File: src/sv/fmss_pkg.sv
// Shared types and constants for the flight mode setpoint sequencer.
// This file has no dependencies. All other files refer to it by scoped names.
package fmss_pkg;

    // Field widths
    localparam int YAW_W     = 9;
    localparam int ALT_W     = 7;
    localparam int MODE_W    = 3;
    localparam int CFG_IDX_W = 3;
    localparam int CFG_DAT_W = 8;

    // One full turn of yaw in degrees. The held yaw setpoint stays in 0..FULL_TURN.
    localparam logic [YAW_W:0] FULL_TURN = 10'd360;

    // Configuration register indexes
    localparam logic [CFG_IDX_W-1:0] REG_YAW_STEP        = 3'd0;
    localparam logic [CFG_IDX_W-1:0] REG_ALT_STEP        = 3'd1;
    localparam logic [CFG_IDX_W-1:0] REG_ALT_LIMIT       = 3'd2;
    localparam logic [CFG_IDX_W-1:0] REG_LAND_ALT        = 3'd3;
    localparam logic [CFG_IDX_W-1:0] REG_LAND_YAW_WINDOW = 3'd4;
    localparam logic [CFG_IDX_W-1:0] REG_CAPTURE_WINDOW  = 3'd5;

    // Values of the output mode field
    localparam logic [MODE_W-1:0] MODE_CODE_INIT    = 3'd0;
    localparam logic [MODE_W-1:0] MODE_CODE_STARTUP = 3'd1;
    localparam logic [MODE_W-1:0] MODE_CODE_LANDED  = 3'd2;
    localparam logic [MODE_W-1:0] MODE_CODE_FLYING  = 3'd3;
    localparam logic [MODE_W-1:0] MODE_CODE_LANDING = 3'd4;

    // Flight mode, one-hot
    typedef enum logic [4:0] {
        MODE_INIT    = 5'b00001,
        MODE_STARTUP = 5'b00010,
        MODE_LANDED  = 5'b00100,
        MODE_FLYING  = 5'b01000,
        MODE_LANDING = 5'b10000
    } mode_t;

    // Configuration registers as seen by the datapath
    typedef struct packed {
        logic [7:0]       yaw_step;
        logic [5:0]       alt_step;
        logic [ALT_W-1:0] alt_limit;
        logic [ALT_W-1:0] land_alt;
        logic [7:0]       land_yaw_window;
        logic [7:0]       capture_window;
    } cfg_t;

    // One input word
    typedef struct packed {
        logic             switch_pushed;
        logic             left_pushed;
        logic             right_pushed;
        logic             up_pushed;
        logic             down_pushed;
        logic             at_reference;
        logic             control_tick;
        logic [YAW_W-1:0] yaw_actual;
        logic [ALT_W-1:0] alt_actual;
    } item_t;

    // One result word
    typedef struct packed {
        logic [MODE_W-1:0] mode;
        logic [YAW_W-1:0]  yaw_setpoint;
        logic [ALT_W-1:0]  alt_setpoint;
        logic              clear_yaw_integral;
        logic              clear_alt_integral;
        logic              run_control;
    } result_t;

    // Held state of the sequencer
    typedef struct packed {
        mode_t            mode;
        logic [YAW_W-1:0] yaw_target;
        logic [ALT_W-1:0] alt_target;
    } state_t;

    // Numeric mode code for the output field.
    function automatic logic [MODE_W-1:0] mode_code(input mode_t m);
        logic [MODE_W-1:0] c;
        case (m)
            MODE_INIT:    c = MODE_CODE_INIT;
            MODE_STARTUP: c = MODE_CODE_STARTUP;
            MODE_LANDED:  c = MODE_CODE_LANDED;
            MODE_FLYING:  c = MODE_CODE_FLYING;
            MODE_LANDING: c = MODE_CODE_LANDING;
            default:      c = MODE_CODE_INIT;
        endcase
        return c;
    endfunction

endpackage

File: src/sv/fmss_if.sv
// Valid/ready channel interfaces for input words and result words.
// Depends on fmss_pkg for field widths.
interface fmss_item_if;
    logic                       valid;
    logic                       ready;
    logic                       switch_pushed;
    logic                       left_pushed;
    logic                       right_pushed;
    logic                       up_pushed;
    logic                       down_pushed;
    logic                       at_reference;
    logic                       control_tick;
    logic [fmss_pkg::YAW_W-1:0] yaw_actual;
    logic [fmss_pkg::ALT_W-1:0] alt_actual;

    modport source (
        output valid, switch_pushed, left_pushed, right_pushed, up_pushed,
               down_pushed, at_reference, control_tick, yaw_actual, alt_actual,
        input  ready
    );
    modport sink (
        input  valid, switch_pushed, left_pushed, right_pushed, up_pushed,
               down_pushed, at_reference, control_tick, yaw_actual, alt_actual,
        output ready
    );
endinterface

interface fmss_result_if;
    logic                        valid;
    logic                        ready;
    logic [fmss_pkg::MODE_W-1:0] mode;
    logic [fmss_pkg::YAW_W-1:0]  yaw_setpoint;
    logic [fmss_pkg::ALT_W-1:0]  alt_setpoint;
    logic                        clear_yaw_integral;
    logic                        clear_alt_integral;
    logic                        run_control;

    modport source (
        output valid, mode, yaw_setpoint, alt_setpoint, clear_yaw_integral,
               clear_alt_integral, run_control,
        input  ready
    );
    modport sink (
        input  valid, mode, yaw_setpoint, alt_setpoint, clear_yaw_integral,
               clear_alt_integral, run_control,
        output ready
    );
endinterface

File: src/sv/fmss_cfg_regs.sv
// Configuration register file of the setpoint sequencer.
// Depends on fmss_pkg for the register indexes and cfg_t.
module fmss_cfg_regs (
    input  logic                               clk,
    input  logic                               rst_n,
    input  logic                               cfg_we,
    input  logic [fmss_pkg::CFG_IDX_W-1:0]     cfg_index,
    input  logic [fmss_pkg::CFG_DAT_W-1:0]     cfg_data,
    output fmss_pkg::cfg_t                     cfg
);

    fmss_pkg::cfg_t cfg_reg;

    // Register writes; unknown indexes are ignored.
    always_ff @(posedge clk or negedge rst_n)
    begin
        if (!rst_n)
        begin
            cfg_reg.yaw_step        <= 8'd15;
            cfg_reg.alt_step        <= 6'd10;
            cfg_reg.alt_limit       <= 7'd100;
            cfg_reg.land_alt        <= 7'd8;
            cfg_reg.land_yaw_window <= 8'd5;
            cfg_reg.capture_window  <= 8'd6;
        end
        else if (cfg_we)
        begin
            case (cfg_index)
                fmss_pkg::REG_YAW_STEP:        cfg_reg.yaw_step        <= cfg_data;
                fmss_pkg::REG_ALT_STEP:        cfg_reg.alt_step        <= cfg_data[5:0];
                fmss_pkg::REG_ALT_LIMIT:       cfg_reg.alt_limit       <= cfg_data[6:0];
                fmss_pkg::REG_LAND_ALT:        cfg_reg.land_alt        <= cfg_data[6:0];
                fmss_pkg::REG_LAND_YAW_WINDOW: cfg_reg.land_yaw_window <= cfg_data;
                fmss_pkg::REG_CAPTURE_WINDOW:  cfg_reg.capture_window  <= cfg_data;
                default:                       ;
            endcase
        end
    end

    assign cfg = cfg_reg;

endmodule

File: src/sv/fmss_step_logic.sv
// Combinational pass logic: mode switch transition, then the action of the new mode.
// Depends on fmss_pkg for the state, word and configuration types.
module fmss_step_logic (
    input  fmss_pkg::cfg_t    cfg,
    input  fmss_pkg::state_t  state_cur,
    input  fmss_pkg::item_t   word_in,
    output fmss_pkg::state_t  state_nxt,
    output fmss_pkg::result_t res
);

    // Yaw step up; a sum above one turn wraps into 1..FULL_TURN.
    function automatic logic [fmss_pkg::YAW_W-1:0] yaw_up(
        input logic [fmss_pkg::YAW_W-1:0] t,
        input logic [7:0]                 step
    );
        logic [fmss_pkg::YAW_W:0] v;
        v = {1'b0, t} + {2'b00, step};
        if (v > fmss_pkg::FULL_TURN)
        begin
            v = v - fmss_pkg::FULL_TURN;
        end
        return v[fmss_pkg::YAW_W-1:0];
    endfunction

    // Yaw step down; a difference below zero wraps into 0..FULL_TURN-1.
    function automatic logic [fmss_pkg::YAW_W-1:0] yaw_down(
        input logic [fmss_pkg::YAW_W-1:0] t,
        input logic [7:0]                 step
    );
        logic [fmss_pkg::YAW_W:0] v;
        v = {1'b0, t} - {2'b00, step};
        if ({1'b0, t} < {2'b00, step})
        begin
            v = v + fmss_pkg::FULL_TURN;
        end
        return v[fmss_pkg::YAW_W-1:0];
    endfunction

    // Altitude step down, saturating at zero.
    function automatic logic [fmss_pkg::ALT_W-1:0] alt_down(
        input logic [fmss_pkg::ALT_W-1:0] a,
        input logic [5:0]                 step
    );
        logic [fmss_pkg::ALT_W-1:0] r;
        if (a >= {1'b0, step})
        begin
            r = a - {1'b0, step};
        end
        else
        begin
            r = '0;
        end
        return r;
    endfunction

    fmss_pkg::mode_t            m;
    logic [fmss_pkg::YAW_W-1:0] y;
    logic [fmss_pkg::ALT_W-1:0] a;
    logic [fmss_pkg::ALT_W:0]   a_sum;
    logic                       clr_yaw;
    logic                       clr_alt;
    logic                       run;
    logic                       near_ref;
    logic                       captured;

    // Heading near the reference: within the window on either side of zero.
    assign near_ref = ({1'b0, word_in.yaw_actual} < {2'b00, cfg.land_yaw_window})
                   || ({1'b0, word_in.yaw_actual}
                       > (fmss_pkg::FULL_TURN - {2'b00, cfg.land_yaw_window}));

    // Measured yaw strictly within the capture window of the current target.
    assign captured = ({1'b0, word_in.yaw_actual}
                       < ({1'b0, state_cur.yaw_target} + {2'b00, cfg.capture_window}))
                   && (({1'b0, word_in.yaw_actual} + {2'b00, cfg.capture_window})
                       > {1'b0, state_cur.yaw_target});

    always_comb
    begin
        m       = state_cur.mode;
        y       = state_cur.yaw_target;
        a       = state_cur.alt_target;
        a_sum   = '0;
        clr_yaw = 1'b0;
        clr_alt = 1'b0;
        run     = 1'b0;

        // Switch transition
        if (word_in.switch_pushed)
        begin
            case (m)
                fmss_pkg::MODE_INIT:
                begin
                    m = fmss_pkg::MODE_STARTUP;
                end
                fmss_pkg::MODE_LANDED:
                begin
                    clr_yaw = 1'b1;
                    clr_alt = 1'b1;
                    m       = fmss_pkg::MODE_FLYING;
                end
                fmss_pkg::MODE_FLYING:
                begin
                    a = alt_down(word_in.alt_actual, cfg.alt_step);
                    y = '0;
                    m = fmss_pkg::MODE_LANDING;
                end
                default:
                begin
                end
            endcase
        end

        // Action of the mode now in force
        case (m)
            fmss_pkg::MODE_STARTUP:
            begin
                if (word_in.at_reference)
                begin
                    a       = '0;
                    y       = '0;
                    clr_yaw = 1'b1;
                    m       = fmss_pkg::MODE_FLYING;
                end
                else if (word_in.control_tick)
                begin
                    if (captured)
                    begin
                        y       = yaw_up(y, cfg.yaw_step);
                        clr_yaw = 1'b1;
                    end
                    run = 1'b1;
                end
            end
            fmss_pkg::MODE_FLYING:
            begin
                if (word_in.left_pushed)
                begin
                    y = yaw_down(y, cfg.yaw_step);
                end
                if (word_in.right_pushed)
                begin
                    y = yaw_up(y, cfg.yaw_step);
                end
                if (word_in.up_pushed && (a < cfg.alt_limit))
                begin
                    a_sum = {1'b0, a} + {2'b00, cfg.alt_step};
                    if (a_sum > {1'b0, cfg.alt_limit})
                    begin
                        a = cfg.alt_limit;
                    end
                    else
                    begin
                        a = a_sum[fmss_pkg::ALT_W-1:0];
                    end
                end
                if (word_in.down_pushed)
                begin
                    a = alt_down(a, cfg.alt_step);
                end
                run = word_in.control_tick;
            end
            fmss_pkg::MODE_LANDING:
            begin
                if ((word_in.alt_actual < cfg.land_alt) && near_ref)
                begin
                    clr_alt = 1'b1;
                    clr_yaw = 1'b1;
                    a       = '0;
                    m       = fmss_pkg::MODE_LANDED;
                end
                else if (word_in.control_tick)
                begin
                    if (near_ref)
                    begin
                        a = '0;
                    end
                    run = 1'b1;
                end
            end
            default:
            begin
            end
        endcase
    end

    assign state_nxt.mode       = m;
    assign state_nxt.yaw_target = y;
    assign state_nxt.alt_target = a;

    assign res.mode               = fmss_pkg::mode_code(m);
    assign res.yaw_setpoint       = y;
    assign res.alt_setpoint       = a;
    assign res.clear_yaw_integral = clr_yaw;
    assign res.clear_alt_integral = clr_alt;
    assign res.run_control        = run;

endmodule

File: src/sv/flight_mode_setpoint_sequencer_unit.sv
// An accepted word is held in the input register; its result is then registered in the result register.
// One word per cycle while result.ready is high; input and result registers hold one word each.
// The mode and setpoint registers update when a word moves from the input to the result register.
// Reset (rst_n low, asynchronous) gives init mode, zero setpoints, default configuration
// and empty pipeline registers.
// Top level; depends on fmss_pkg, fmss_if, fmss_cfg_regs and fmss_step_logic.
module flight_mode_setpoint_sequencer_unit (
    input  logic                           clk,
    input  logic                           rst_n,
    input  logic                           cfg_we,
    input  logic [fmss_pkg::CFG_IDX_W-1:0] cfg_index,
    input  logic [fmss_pkg::CFG_DAT_W-1:0] cfg_data,
    fmss_item_if.sink                      item,
    fmss_result_if.source                  result
);

    fmss_pkg::cfg_t    cfg;
    fmss_pkg::state_t  state_reg;
    fmss_pkg::state_t  state_next;
    fmss_pkg::item_t   in_word;
    fmss_pkg::item_t   in_word_reg;
    fmss_pkg::result_t res_next;
    fmss_pkg::result_t res_reg;
    logic              in_valid_reg;
    logic              out_valid_reg;
    logic              in_take;
    logic              advance;

    fmss_cfg_regs u_cfg (
        .clk       (clk),
        .rst_n     (rst_n),
        .cfg_we    (cfg_we),
        .cfg_index (cfg_index),
        .cfg_data  (cfg_data),
        .cfg       (cfg)
    );

    fmss_step_logic u_step (
        .cfg       (cfg),
        .state_cur (state_reg),
        .word_in   (in_word_reg),
        .state_nxt (state_next),
        .res       (res_next)
    );

    // Gather the input word from the channel.
    assign in_word.switch_pushed = item.switch_pushed;
    assign in_word.left_pushed   = item.left_pushed;
    assign in_word.right_pushed  = item.right_pushed;
    assign in_word.up_pushed     = item.up_pushed;
    assign in_word.down_pushed   = item.down_pushed;
    assign in_word.at_reference  = item.at_reference;
    assign in_word.control_tick  = item.control_tick;
    assign in_word.yaw_actual    = item.yaw_actual;
    assign in_word.alt_actual    = item.alt_actual;

    // Handshake: the held word moves on when the result register is free or being emptied.
    assign advance    = in_valid_reg && (!out_valid_reg || result.ready);
    assign item.ready = !in_valid_reg || advance;
    assign in_take    = item.valid && item.ready;

    // Pipeline valid flags and sequencer state.
    always_ff @(posedge clk or negedge rst_n)
    begin
        if (!rst_n)
        begin
            in_valid_reg         <= 1'b0;
            out_valid_reg        <= 1'b0;
            state_reg.mode       <= fmss_pkg::MODE_INIT;
            state_reg.yaw_target <= '0;
            state_reg.alt_target <= '0;
        end
        else
        begin
            if (in_take)
            begin
                in_valid_reg <= 1'b1;
            end
            else if (advance)
            begin
                in_valid_reg <= 1'b0;
            end

            if (advance)
            begin
                out_valid_reg <= 1'b1;
                state_reg     <= state_next;
            end
            else if (result.ready)
            begin
                out_valid_reg <= 1'b0;
            end
        end
    end

    // Payload registers.
    always_ff @(posedge clk)
    begin
        if (in_take)
        begin
            in_word_reg <= in_word;
        end
        if (advance)
        begin
            res_reg <= res_next;
        end
    end

    // Drive the result channel.
    assign result.valid              = out_valid_reg;
    assign result.mode               = res_reg.mode;
    assign result.yaw_setpoint       = res_reg.yaw_setpoint;
    assign result.alt_setpoint       = res_reg.alt_setpoint;
    assign result.clear_yaw_integral = res_reg.clear_yaw_integral;
    assign result.clear_alt_integral = res_reg.clear_alt_integral;
    assign result.run_control        = res_reg.run_control;

    // The held yaw setpoint never leaves 0..FULL_TURN.
    a_yaw_range: assert property (@(posedge clk) disable iff (!rst_n)
        {1'b0, state_reg.yaw_target} <= fmss_pkg::FULL_TURN)
        else $error("yaw setpoint out of range");

    // State only changes when a word moves into the result register.
    a_state_hold: assert property (@(posedge clk) disable iff (!rst_n)
        !advance |=> $stable(state_reg))
        else $error("state changed without a word");

    // The altitude integral is cleared only on entry to landed or flying.
    a_clr_alt_mode: assert property (@(posedge clk) disable iff (!rst_n)
        out_valid_reg && res_reg.clear_alt_integral |->
            (res_reg.mode == fmss_pkg::MODE_CODE_LANDED)
            || (res_reg.mode == fmss_pkg::MODE_CODE_FLYING))
        else $error("altitude integral cleared in wrong mode");

    // No control update is requested while landed or in init.
    a_run_mode: assert property (@(posedge clk) disable iff (!rst_n)
        out_valid_reg && res_reg.run_control |->
            (res_reg.mode != fmss_pkg::MODE_CODE_LANDED)
            && (res_reg.mode != fmss_pkg::MODE_CODE_INIT))
        else $error("control update while landed or in init");

endmodule
File: src/flat_wrapper.sv
// flat-port wrapper written by rule: the top's interface ports become plain ports
module flight_mode_setpoint_sequencer_unit_flat 
  (clk, rst_n, cfg_we, cfg_index, cfg_data, item_valid, item_switch_pushed, item_left_pushed, item_right_pushed, item_up_pushed, item_down_pushed, item_at_reference, item_control_tick, item_yaw_actual, item_alt_actual, item_ready, result_valid, result_mode, result_yaw_setpoint, result_alt_setpoint, result_clear_yaw_integral, result_clear_alt_integral, result_run_control, result_ready);
  fmss_item_if item_i ();
  fmss_result_if result_i ();
  input  logic clk;
  input  logic rst_n;
  input  logic cfg_we;
  input  logic [fmss_pkg::CFG_IDX_W-1:0] cfg_index;
  input  logic [fmss_pkg::CFG_DAT_W-1:0] cfg_data;
  input wire logic [$bits(item_i.valid)-1:0] item_valid;
  input wire logic [$bits(item_i.switch_pushed)-1:0] item_switch_pushed;
  input wire logic [$bits(item_i.left_pushed)-1:0] item_left_pushed;
  input wire logic [$bits(item_i.right_pushed)-1:0] item_right_pushed;
  input wire logic [$bits(item_i.up_pushed)-1:0] item_up_pushed;
  input wire logic [$bits(item_i.down_pushed)-1:0] item_down_pushed;
  input wire logic [$bits(item_i.at_reference)-1:0] item_at_reference;
  input wire logic [$bits(item_i.control_tick)-1:0] item_control_tick;
  input wire logic [$bits(item_i.yaw_actual)-1:0] item_yaw_actual;
  input wire logic [$bits(item_i.alt_actual)-1:0] item_alt_actual;
  output wire logic [$bits(item_i.ready)-1:0] item_ready;
  output wire logic [$bits(result_i.valid)-1:0] result_valid;
  output wire logic [$bits(result_i.mode)-1:0] result_mode;
  output wire logic [$bits(result_i.yaw_setpoint)-1:0] result_yaw_setpoint;
  output wire logic [$bits(result_i.alt_setpoint)-1:0] result_alt_setpoint;
  output wire logic [$bits(result_i.clear_yaw_integral)-1:0] result_clear_yaw_integral;
  output wire logic [$bits(result_i.clear_alt_integral)-1:0] result_clear_alt_integral;
  output wire logic [$bits(result_i.run_control)-1:0] result_run_control;
  input wire logic [$bits(result_i.ready)-1:0] result_ready;
  assign item_i.valid = item_valid;
  assign item_i.switch_pushed = item_switch_pushed;
  assign item_i.left_pushed = item_left_pushed;
  assign item_i.right_pushed = item_right_pushed;
  assign item_i.up_pushed = item_up_pushed;
  assign item_i.down_pushed = item_down_pushed;
  assign item_i.at_reference = item_at_reference;
  assign item_i.control_tick = item_control_tick;
  assign item_i.yaw_actual = item_yaw_actual;
  assign item_i.alt_actual = item_alt_actual;
  assign item_ready = item_i.ready;
  assign result_valid = result_i.valid;
  assign result_mode = result_i.mode;
  assign result_yaw_setpoint = result_i.yaw_setpoint;
  assign result_alt_setpoint = result_i.alt_setpoint;
  assign result_clear_yaw_integral = result_i.clear_yaw_integral;
  assign result_clear_alt_integral = result_i.clear_alt_integral;
  assign result_run_control = result_i.run_control;
  assign result_i.ready = result_ready;
  flight_mode_setpoint_sequencer_unit u_core (.clk(clk), .rst_n(rst_n), .cfg_we(cfg_we), .cfg_index(cfg_index), .cfg_data(cfg_data), .item(item_i), .result(result_i));
endmodule
File: config.mk
export PLATFORM = sky130hd
export DESIGN_NAME = flight_mode_setpoint_sequencer_unit_flat
export DESIGN_NICKNAME = d
export VERILOG_FILES = /design/src/sv/fmss_pkg.sv /design/src/sv/fmss_if.sv /design/src/sv/fmss_cfg_regs.sv /design/src/sv/fmss_step_logic.sv /design/src/sv/flight_mode_setpoint_sequencer_unit.sv /design/src/flat_wrapper.sv
export SDC_FILE = /design/constraint.sdc
export NUM_CORES = 1
export LEC_CHECK = 0
export ABC_AREA = 1
export BUFFER_PORTS_ARGS = -buffer_cell sky130_fd_sc_hd__clkbuf_2
export CAP_MARGIN = 20
export CELL_PAD_IN_SITES_DETAIL_PLACEMENT = 0
export CELL_PAD_IN_SITES_GLOBAL_PLACEMENT = 1
export CORE_MARGIN = 3
export CORE_UTILIZATION = 35
export CTS_BUF_LIST = sky130_fd_sc_hd__clkbuf_16
export DETAILED_ROUTE_END_ITERATION = 12
export PLACE_DENSITY_LB_ADDON = 0.1
export SKIP_CTS_REPAIR_TIMING = 1
export SYNTH_ARGS = -nofsm -noshare
export SYNTH_HDL_FRONTEND = slang
export SYNTH_SLANG_ARGS = --single-unit
File: constraint.sdc
create_clock -name clk -period 5.58 [get_ports clk]
set_input_delay 1.116 -clock clk [delete_from_list [all_inputs] [get_ports clk]]
set_output_delay 1.116 -clock clk [all_outputs]
set_load 0.01 [all_outputs]
# After elaboration in Yosys (flattened, before gate mapping)
# Index checks and enable logic that the tools add are counted.
dict set report word_totals {
  register_bits 112
  latchBits 0
  mem_bits_rw 0
  rom_bits 0
  inputBits 39
  out_inout_bits 24
  elab_cells 131
  memories 0
}
dict set report classes {
  n_addsub 12
  n_mul 0
  n_div 0
  n_lt_le_gt_ge 12
  n_eq_ne 15
  shift 0
  muxes 47
  bitwise_logic 0
  n_reduce_logical 19
}
# cell n
set op_table {}
lappend op_table {{$mux 9} 11}
lappend op_table {{$mux 7} 12}
lappend op_table {{$add 9x8->10} 4}
lappend op_table {{$pmux 7 s3} 1}
lappend op_table {{$gt 10x9->1 const B} 2}
lappend op_table {{$lt 9x8->1} 2}
lappend op_table {{$pmux 9 s2} 1}
lappend op_table {{$sub 9x9->9 const B} 2}
lappend op_table {{$eq 5x4->1 const B} 3}
lappend op_table {{$mux 5} 3}
lappend op_table {{$pmux 5 s3} 1}
lappend op_table {{$ge 7x6->1} 2}
lappend op_table {{$lt 7x7->1} 2}
lappend op_table {{$mux 1} 14}
lappend op_table {{$sub 7x6->7} 2}
lappend op_table {{$pmux 3 s4} 1}
lappend op_table {{$reduce_and 2->1} 6}
lappend op_table {{$eq 5x2->1 const B} 2}
lappend op_table {{$eq 5x3->1 const B} 2}
lappend op_table {{$eq 5x5->1 const B} 2}
lappend op_table {{$gt 10x9->1} 1}
lappend op_table {{$gt 9x10->1} 1}
lappend op_table {{$lt 9x10->1} 1}
lappend op_table {{$pmux 5 s2} 1}
lappend op_table {{16 further kinds} 26}

# Logic depth before layout (Yosys ltp)
# Gate-level depths: netlist of run 1.
dict set report depth {
  ltp_word 13
  ltp_mapped 41
  mapped_depth_nobuf 41
}

# Hierarchy
# From an unflattened synthesis of run 1, not the netlist that was laid out.
dict set report hier_totals {
  cells_unflattened 1388
  area_unflattened_um2 10162.2
}
# module instances cells_per_inst area_per_inst_um2 seq_area_each_um2
set modules_own_cells {}
lappend modules_own_cells {fmss_step_logic 1 1041 6113.4 0.0}
lappend modules_own_cells {flight_mode_setpoint_sequencer_unit 1 146 2265.9 1928.1}
lappend modules_own_cells {fmss_cfg_regs 1 201 1783.0 1118.6}

# Least setup slack after synthesis of run 1
# OpenSTA, ideal clock, no wires.
dict set report synth_timing {
  path_kind {flip-flop to flip-flop}
  startpoint {register u_core.u_cfg.cfg_reg (netlist bit u_core.u_cfg.cfg[31])}
  endpoint {register u_core.res_reg (netlist bit u_core.result.alt_setpoint[6]), data pin}
  setup_time_ns 0.263
  arrival_time_ns 5.569
  required_time_ns 5.317
  slack_ns -0.252
  stages_incl_launch_ff 35
  cell_sequence {dfstp_2 > inv_1 > ha_1 > nand3_1 > nand3_1 > nand4_1 > nand3_2 > nand3_1 > o21ai_0 > ha_1 > a21oi_1 > o21ai_0 > a21o_1 > a21oi_1 > nand3b_1 > nand2_1 > ha_1 > nand2_1 > nor4b_1 > a21oi_1 > inv_1 > nand2_2 > buf_2 > o211ai_1 > nand2_1 > ha_1 > a21oi_1 > nand2_1 > a21o_1 > a21oi_1 > inv_1 > a211oi_1 > nand4_1 > nand3_1 > nand3_2}
}
# item line
set synth_lines {}
lappend synth_lines {{start: declaration} fmss_cfg_regs.sv:12} ;# fmss_pkg::cfg_t cfg_reg;
lappend synth_lines {{end signal: assignment} flight_mode_setpoint_sequencer_unit.sv:105} ;# res_reg <= res_next;
lappend synth_lines {{end: declaration} flight_mode_setpoint_sequencer_unit.sv:23} ;# fmss_pkg::result_t res_reg;

==> impl_metrics.toml, run 1 <==
[run_status]
status = "finished, final reports clean"

[worst_setup_path]
crit_buf_inv = 4
worst_path_max_delay_cell = "dfstp_2"
r2r_cells = 34
cp.required_ns = 5.69
path_delay_family = "compound AO/OA/AOI/OAI gates"
crit_arrival_ns = 5.55
cpPeakStageDelay_ns = 0.54
critical_path.startpoint_type = "flop"
reg2reg_from = "u_core.u_cfg.cfg[31]"
critPathCaptureType = "flop"
worst-path-max-fanout = 6
rrSetupSlack_ns = 0.14
path_class = "flop to flop"
r2r_end = "u_core.result.alt_setpoint[1]"

[yosys]
ys_ff_latch = 112
yosys_warnings = 0
synthesis.nets = 1444
mappedNetlistArea_mm2 = 0.009627
synth.distinct_cells = 54
synth_area_per_cell_um2 = 7.509
yosysSeqAreaShare_pct = 31.65
syn_inst = 1282

[routing]
ant_nets = 0
first_pass_iters = 5
drtIter0Drc = 510
viasPerCell = 4.949
wirelength_um = 29410
remaining_drc_errors = 0
wl_per_cell_um = 16.50
num_vias = 8819

[cells_and_area]
syn2layout_area_growth_pct = 22.00
design_area_mm2 = 0.01175
fin_util_pct = 43.46
layout_common_cells = "341 x nand2_1, 170 x inv_1, 100 x ha_1"
n_antenna_cell = 0
drive_gt1_share_pct = 21.79
largest_register_ffs = 44
nets = 1598
layout_commonest_cell = "nand2_1"

[run]
cap_violations = 0

[floorplanning]
ios = 63
die_h_um = 171.8
num_rows = 60
initial_core_util_pct = 35.62
die_w_um = 171.8
dieArea_mm2 = 0.02953
core-area_mm2 = 0.02703

[placed_design]
placement.io_buffers = 62
place_area_mm2 = 0.01097
hpwl_um = 23420
gp_congestion = 0.8667

[grt]
grt_pass1_wl_um = 45940
antenna_found_initial = 0
first_global_vias = 8445
track_usage_pct = 19.98
overflow = 0
grt_max_degree = 68

[clock_network]
clk_path_buf_depth = 2
htreeDepth = 3
root_buffer = "clkbuf_16"
tritoncts = "done"
cts-buffers-inserted = 9
insertion_delay_ns = 0.36
cts.clk_slew.worst_paths_ns = 0.09
cts_sinks = 112

[sta]
rsz0062_at_grt = "true"
relSlewSlack_pct = 40.10
tightest_slew_ns = 0.8985
min_period_ns = 5.444
hold_violations = 0
finalSetupViolations = 0
fmax_mhz = 183.7
fin_setup_tns_ns = 0
fin_skew_ns = 0.01462
fin_crit_sh_pct = 97.56
slew_violations = 0

[power_and_ir_drop]
leakagePower_uw = 0.006005
ir_drop_mv = 0.2543
p_per_area_mw_per_mm2 = 577.5
power_uw = 6783

[hold_path]
whs_path_depth = 2
min_from = "u_core.u_cfg.cfg[26]"
holdPathEnd = "u_core.u_cfg.cfg[26]"
min_path_type = "flop to flop"
-- metal layers --
metal  track usage, %  vias to the layer above  wire, um
li1                 -                     4558         -
met1            28.26                     4061     14120
met2            32.80                      167     13540
met3            2.390                       33      1138
met4            4.686                        0       603
met5                0                        -         0
-- through the flow --
step           cells  hold WS (ns)  setup WS [ns]
6_report        1782        0.4927         0.1362
5_1_grt         1782        0.5131        -0.2101
4_1_cts         1772        0.4937       -0.08991
3_5_place_dp    1756        0.4735       -0.04232
3_3_place_gp    1756        0.4667        0.02513
2_1_floorplan   1282        0.4492       0.003787
-- where the power goes --
group          leakage (uW)  internal [uW]  switching (uW)
clock network      0.000145            311             345
logic               0.00459           2010            2860
registers           0.00127           1080             177
-- worst register-to-register path: cells and delay by family (launching register included) --
family / cells / cell delay [ns]
buffers and inverters: 4 / 0.37
AND/OR/NAND/NOR: 15 / 1.58
adder cells (fa/ha/maj): 4 / 0.99
flip-flops: 1 / 0.54
AO/OA/AOI/OAI: 11 / 1.72
-- kinds of logic (layout without fill, tap and decap cells) --
group / count (synthesis) / in the layout / synth area share (%)
xor+xnor: 41 / 41 / 3.808
simple gates: 581 / 582 / 26.70
fa+ha+maj: 123 / 123 / 16.61
buf+inv: 207 / 365 / 8.370
compound gates: 218 / 218 / 12.87
flops: 112 / 112 / 31.65
-- final cells by class --
cell class	count	area [um^2]
clock buffers	9	225.2
fillers	2790	15280
repair buffers	163	1080
multi-input cells	964	6210
flip-flops and latches	112	3047
inverters	186	700.7
well taps	341	426.7
clock inverters	7	56.30
-- synthesized netlist by cell type (all sizes together) --
library cell | instances | share of area [%]
nor2 | 74 | 3.2
nor4 | 1 | 0.065
a22o | 1 | 0.091
nand4 | 23 | 1.7
o2111ai | 2 | 0.18
o211ai | 17 | 1.3
o21bai | 7 | 0.55
or2 | 6 | 0.42
a2111oi | 1 | 0.091
xor2 | 25 | 2.4
nand2 | 362 | 14
a21o | 8 | 0.62
dfstp | 15 | 4.1
buf | 12 | 0.74
nor3 | 9 | 0.52
dfrtp | 52 | 14
a21oi | 84 | 4.6
edfxtp | 45 | 14
xnor2 | 16 | 1.5
o31ai | 1 | 0.078
inv | 183 | 7.2
a221oi | 1 | 0.091
a31oi | 3 | 0.19
nand3b | 6 | 0.47
and3 | 1 | 0.065
o21a | 1 | 0.078
nand3 | 95 | 5.6
nor4b | 1 | 0.091
and2 | 3 | 0.19
a211oi | 2 | 0.16
o21ai | 89 | 4.7
fa | 8 | 1.7
a32o | 1 | 0.10
clkinv | 3 | 0.12
ha | 115 | 15
clkbuf | 9 | 0.35
-- worst max path at each step --
stage / start / endpoint / slack [ns] / cells past startpoint
final: u_core.u_cfg.cfg[31] / u_core.result.alt_setpoint[1] / 0.14 / 34
after global routing: u_core.u_cfg.cfg[31] / u_core.result.alt_setpoint[4] / -0.21 / 34
after CTS: u_core.u_cfg.cfg[31] / u_core.result.alt_setpoint[5] / -0.09 / 32
after detailed placement: u_core.u_cfg.cfg[31] / u_core.result.alt_setpoint[5] / -0.04 / 32
after global placement: u_core.u_cfg.cfg[31] / u_core.result.alt_setpoint[1] / 0.03 / 34
after floorplan: u_core.u_cfg.cfg[31] / u_core.result.alt_setpoint[3] / 0.004 / 34
No activity file was read; power rests on OpenSTA's default activity.
==> inputs of run 2 (changes only) <==
clock period = 6.9 ns   (was 5.58 ns; I/O delays follow)
==> run 2 against run 1 <==
Compared with the run above: maximum frequency fell by 14%; critical path depth rose by 1; global-route usage fell by 0.49 points; total power fell by 29%; via count fell by 4.8%; clock-buffer cell count did not move; sequential share of layout area rose by 2.7 points; largest cell class unchanged.
==> impl_metrics.toml, run 2 (synthesized netlist as in run 1, its figures left out) <==
[clock_network]
cts_sinks = 112
root_buffer = "clkbuf_16"
htreeDepth = 3
cts.clk_slew.worst_paths_ns = 0.09
insertion_delay_ns = 0.36
clk_path_buf_depth = 2
cts-buffers-inserted = 9
tritoncts = "done"

[routing]
ant_nets = 0
viasPerCell = 4.976
drtIter0Drc = 448
wl_per_cell_um = 16.63
num_vias = 8399
remaining_drc_errors = 0
first_pass_iters = 5
wirelength_um = 28070

[run]
cap_violations = 0

[worst_setup_path]
path_delay_family = "simple AND/OR/NAND/NOR gates"
rrSetupSlack_ns = 0.58
crit_arrival_ns = 6.43
worst_path_max_delay_cell = "dfstp_2"
cpMostUsedCell = "nand2_1"
r2r_end = "u_core.result.alt_setpoint[6]"
path_class = "flop to flop"
worst-path-max-fanout = 14
cpPeakStageDelay_ns = 0.55
crit_buf_inv = 5
critical_path.startpoint_type = "flop"
critPathCaptureType = "flop"
reg2reg_from = "u_core.u_cfg.cfg[31]"
cp.required_ns = 7.01
r2r_cells = 35

[power_and_ir_drop]
leakagePower_uw = 0.005477
seq_power_share_pct = 21.0
p_clk_share_pct = 12.0
combPwrFrac_pct = 67.0
ir_drop_mv = 0.1621
intPower_uw = 2326
swShare_pct = 51.81
p_per_area_mw_per_mm2 = 453.5
p_sw_uw = 2500

[grt]
track_usage_pct = 19.49
grt_max_degree = 68
grt_pass1_wl_um = 44710
overflow = 0
antenna_found_initial = 0
first_global_vias = 8231

[cells_and_area]
syn2layout_area_growth_pct = 10.55
drive_gt1_share_pct = 11.28
fillerInstances = 2855
n_antenna_cell = 0
nets = 1504
largest_register_ffs = 44
stdcell_count = 1688
layout_common_cells = "352 x nand2_1, 175 x inv_1, 115 x ha_1"
fin_util_pct = 39.38
layout_commonest_cell = "nand2_1"

[sta]
tightest_slew_ns = 0.9335
rsz0062_at_grt = "false"
fin_crit_sh_pct = 91.59
fin_setup_tns_ns = 0
fmax_mhz = 158.2
hold_violations = 0
relSlewSlack_pct = 37.76
finalSetupViolations = 0
slew_violations = 0
fin_skew_ns = 0.01236
min_period_ns = 6.320

[floorplanning]
num_rows = 60
dieArea_mm2 = 0.02953
die_w_um = 171.8
ios = 63
core-area_mm2 = 0.02703
die_h_um = 171.8
initial_core_util_pct = 35.62

[hold_path]
whs_path_depth = 2
min_path_type = "flop to flop"
min_from = "u_core.u_cfg.cfg[24]"
holdPathEnd = "u_core.u_cfg.cfg[24]"

[placed_design]
hpwl_um = 22750
placement.io_buffers = 62
gp_congestion = 0.8853
post-place-cells = 1671

[run_status]
status = "finished, final reports clean"
==> run 2: cell count changes in the layout (fill, tap and decap cells not counted), sizes merged <==
cell	previous run	this run
inv	187	186
bufinv	0	1
nand2	363	362
buf	102	9
==> run 2: worst max path at each step <==
stage                                    start  cells past startpoint                       endpoint  slack (ns)
after floorplan           u_core.u_cfg.cfg[31]                     34  u_core.result.alt_setpoint[6]        1.07
after CTS                 u_core.u_cfg.cfg[31]                     34  u_core.result.alt_setpoint[6]        0.43
after detailed placement  u_core.u_cfg.cfg[31]                     34  u_core.result.alt_setpoint[6]        0.45
after global placement    u_core.u_cfg.cfg[31]                     34  u_core.result.alt_setpoint[6]        0.66
final                     u_core.u_cfg.cfg[31]                     35  u_core.result.alt_setpoint[6]        0.58
after global routing      u_core.u_cfg.cfg[31]                     35  u_core.result.alt_setpoint[6]        0.03
==> run 2: cell type report <==
type	instances	area (um^2)	area share [%]
Multi-Input combinational cell	963	5774	54.26
Tap cell	341	426.7	4.009
Timing Repair Buffer	70	370.4	3.480
Clock buffer	9	225.2	2.116
Sequential cell	112	3047	28.63
Clock inverter	7	98.84	0.9288
Inverter	186	700.7	6.584
==> run 2: worst min-delay path: cells and delay by family (launching register included) <==
| kind | cells | cell delay, ns |
|---|---|---|
| compound gates | 1 | 0.06 |
| simple gates | 1 | 0.05 |
| flops | 1 | 0.35 |
==> run 2: power by group through the flow <==
stage / logic (uW) / clock network [uW] / registers [uW]
after floorplan: 2450 / 0 / 986
after global placement: 3230 / 0 / 1030
after detailed placement: 3230 / 0 / 1030
after CTS: 3250 / 603 / 1020
after global routing: 3740 / 619 / 1030
final: 3230 / 580 / 1010
==> run 2: layer usage <==
layer,vias to the layer above,track usage [%],wire [um]
met3,17,2.873,890
met1,3874,27.49,13870
li1,4372,-,-
met4,0,2.742,225
met5,-,0,0
met2,136,32.58,13080
==> run 2: through the flow <==
stage | hold WS [ns] | cell area [um^2] | setup WS [ns] | total power [uW]
after global routing | 0.5046 | 10640 | 0.02910 | 5394
after detailed placement | 0.4714 | 10310 | 0.4549 | 4259
after CTS | 0.4925 | 10640 | 0.4287 | 4868
after global placement | 0.4657 | 10310 | 0.6600 | 4260
final | 0.4886 | 10640 | 0.5801 | 4826
after floorplan | 0.4492 | 9627 | 1.068 | 3439
==> inputs of run 3 (changes only) <==
BUFFER_PORTS_ARGS = -buffer_cell sky130_fd_sc_hd__buf_4   (was -buffer_cell sky130_fd_sc_hd__clkbuf_2)
==> run 3 against run 2 <==
Compared with the run above: critical path type unchanged; wire length rose by 0.21%; final area rose by 1.1%; core utilization rose by 0.42 points; critical endpoint unchanged; sequential cell count did not move; clock-buffer cell count did not move.
==> impl_metrics.toml, run 3 (synthesized netlist as in run 1, its figures left out) <==
[floorplanning]
ios = 63
num_rows = 60
die_w_um = 171.8
initial_core_util_pct = 35.62
core-area_mm2 = 0.02703
dieArea_mm2 = 0.02953
die_h_um = 171.8

[grt]
first_global_vias = 8177
overflow = 0
grt_pass1_wl_um = 44820
grt_max_degree = 68
antenna_found_initial = 0
track_usage_pct = 19.55

[routing]
drtIter0Drc = 439
first_pass_iters = 5
remaining_drc_errors = 0
wirelength_um = 28130
num_vias = 8334
ant_nets = 0
viasPerCell = 4.940
wl_per_cell_um = 16.67

[worst_setup_path]
crit_arrival_ns = 6.41
cpMostUsedCell = "a21oi_1"
worst-path-max-fanout = 14
worst_path_max_delay_cell = "dfstp_2"
critPathCaptureType = "flop"
path_class = "flop to flop"
cpPeakStageDelay_ns = 0.56
critical_path.startpoint_type = "flop"
cp.required_ns = 7.02

[cells_and_area]
layout_common_cells = "352 x nand2_1, 176 x inv_1, 115 x ha_1"
syn2layout_area_growth_pct = 11.74
register_area_mm2 = 0.003047
stdcell_count = 1687
layout_commonest_cell = "nand2_1"
fillerInstances = 2880
fin_util_pct = 39.80
n_antenna_cell = 0
drive_gt1_share_pct = 11.29
largest_register_ffs = 44
multi_input_comb_area_mm2 = 0.005783
nets = 1503

[sta]
finalSetupViolations = 0
min_period_ns = 6.292
fin_crit_sh_pct = 91.18
fmax_mhz = 158.9
hold_violations = 0
tightest_slew_ns = 0.9130
fin_setup_tns_ns = 0
slew_violations = 0
relSlewSlack_pct = 39.13
fin_skew_ns = 0.01504
rsz0062_at_grt = "false"
whs_ns = 0.4861

[power_and_ir_drop]
leakagePower_uw = 0.005498
p_per_area_mw_per_mm2 = 447.9
power_uw = 4818
ir_drop_mv = 0.1547

[clock_network]
insertion_delay_ns = 0.36
htreeDepth = 3
cts.clk_slew.worst_paths_ns = 0.09
tritoncts = "done"
cts_sinks = 112
clk_path_buf_depth = 2
cts-buffers-inserted = 9
root_buffer = "clkbuf_16"

[placed_design]
gp_congestion = 0.8667
hpwl_um = 22570
post-place-cells = 1669
placement.io_buffers = 62

[run_status]
status = "finished, final reports clean"

[hold_path]
min_path_type = "flop to flop"

[run]
cap_violations = 0
[run 3: final cells by class]
type	count	share of cell area, %
Multi-Input combinational cell	963	53.76
Tap cell	341	3.966
Inverter	186	6.514
Timing Repair Buffer	69	4.816
Sequential cell	112	28.32
Clock buffer	9	2.094
Clock inverter	7	0.5234
[run 3: routing by layer]
metal	GRT usage [%]	share of wire (%)	routed length [um]
met3	2.114	2.7	760
met5	0	0	0
met2	32.99	47	13180
met1	28.02	50	14100
met4	2.187	0.32	90
[run 3: final timing paths]
| kind | startpoint | slack [ns] | endpoint | cells after the start |
|---|---|---|---|---|
| max | u_core.u_cfg.cfg[31] | 0.61 | u_core.result.alt_setpoint[6] | 33 |
| min in group asynchronous | rst_n | 1.11 | u_core.state_reg[20] | 1 |
| min reg2reg | u_core.state_reg[0] | 0.49 | u_core.state_reg[0] | 2 |
| min | u_core.state_reg[0] | 0.49 | u_core.state_reg[0] | 2 |
| max in group asynchronous | rst_n | 5.15 | u_core.u_cfg.cfg[40] | 1 |
| max reg2reg | u_core.u_cfg.cfg[31] | 0.61 | u_core.result.alt_setpoint[6] | 33 |
[run 3: metrics by stage]
step / instance area, um^2 / setup slack, ns
2_1_floorplan: 9627 / 1.068
3_3_place_gp: 10450 / 0.6558
3_5_place_dp: 10450 / 0.5044
4_1_cts: 10730 / 0.4981
5_1_grt: 10760 / 0.07744
6_report: 10760 / 0.6085
[run 3: power by group]
group / internal (uW) / total [uW] / switching [uW] / leakage [uW]
Combinational: 1190 / 3280 / 2080 / 0.00409
Sequential: 871 / 1010 / 142 / 0.00127
Clock: 251 / 530 / 279 / 0.000141
Total: 2320 / 4820 / 2500 / 0.00550
[run 3: worst max-delay path: cells and delay by family (launching register included)]
family                   cells  cell delay [ns]
flip-flops                   1             0.56
AO/OA/AOI/OAI               11             1.92
buffers and inverters        3             0.29
AND/OR/NAND/NOR             15             1.98
adder cells (fa/ha/maj)      4             1.34
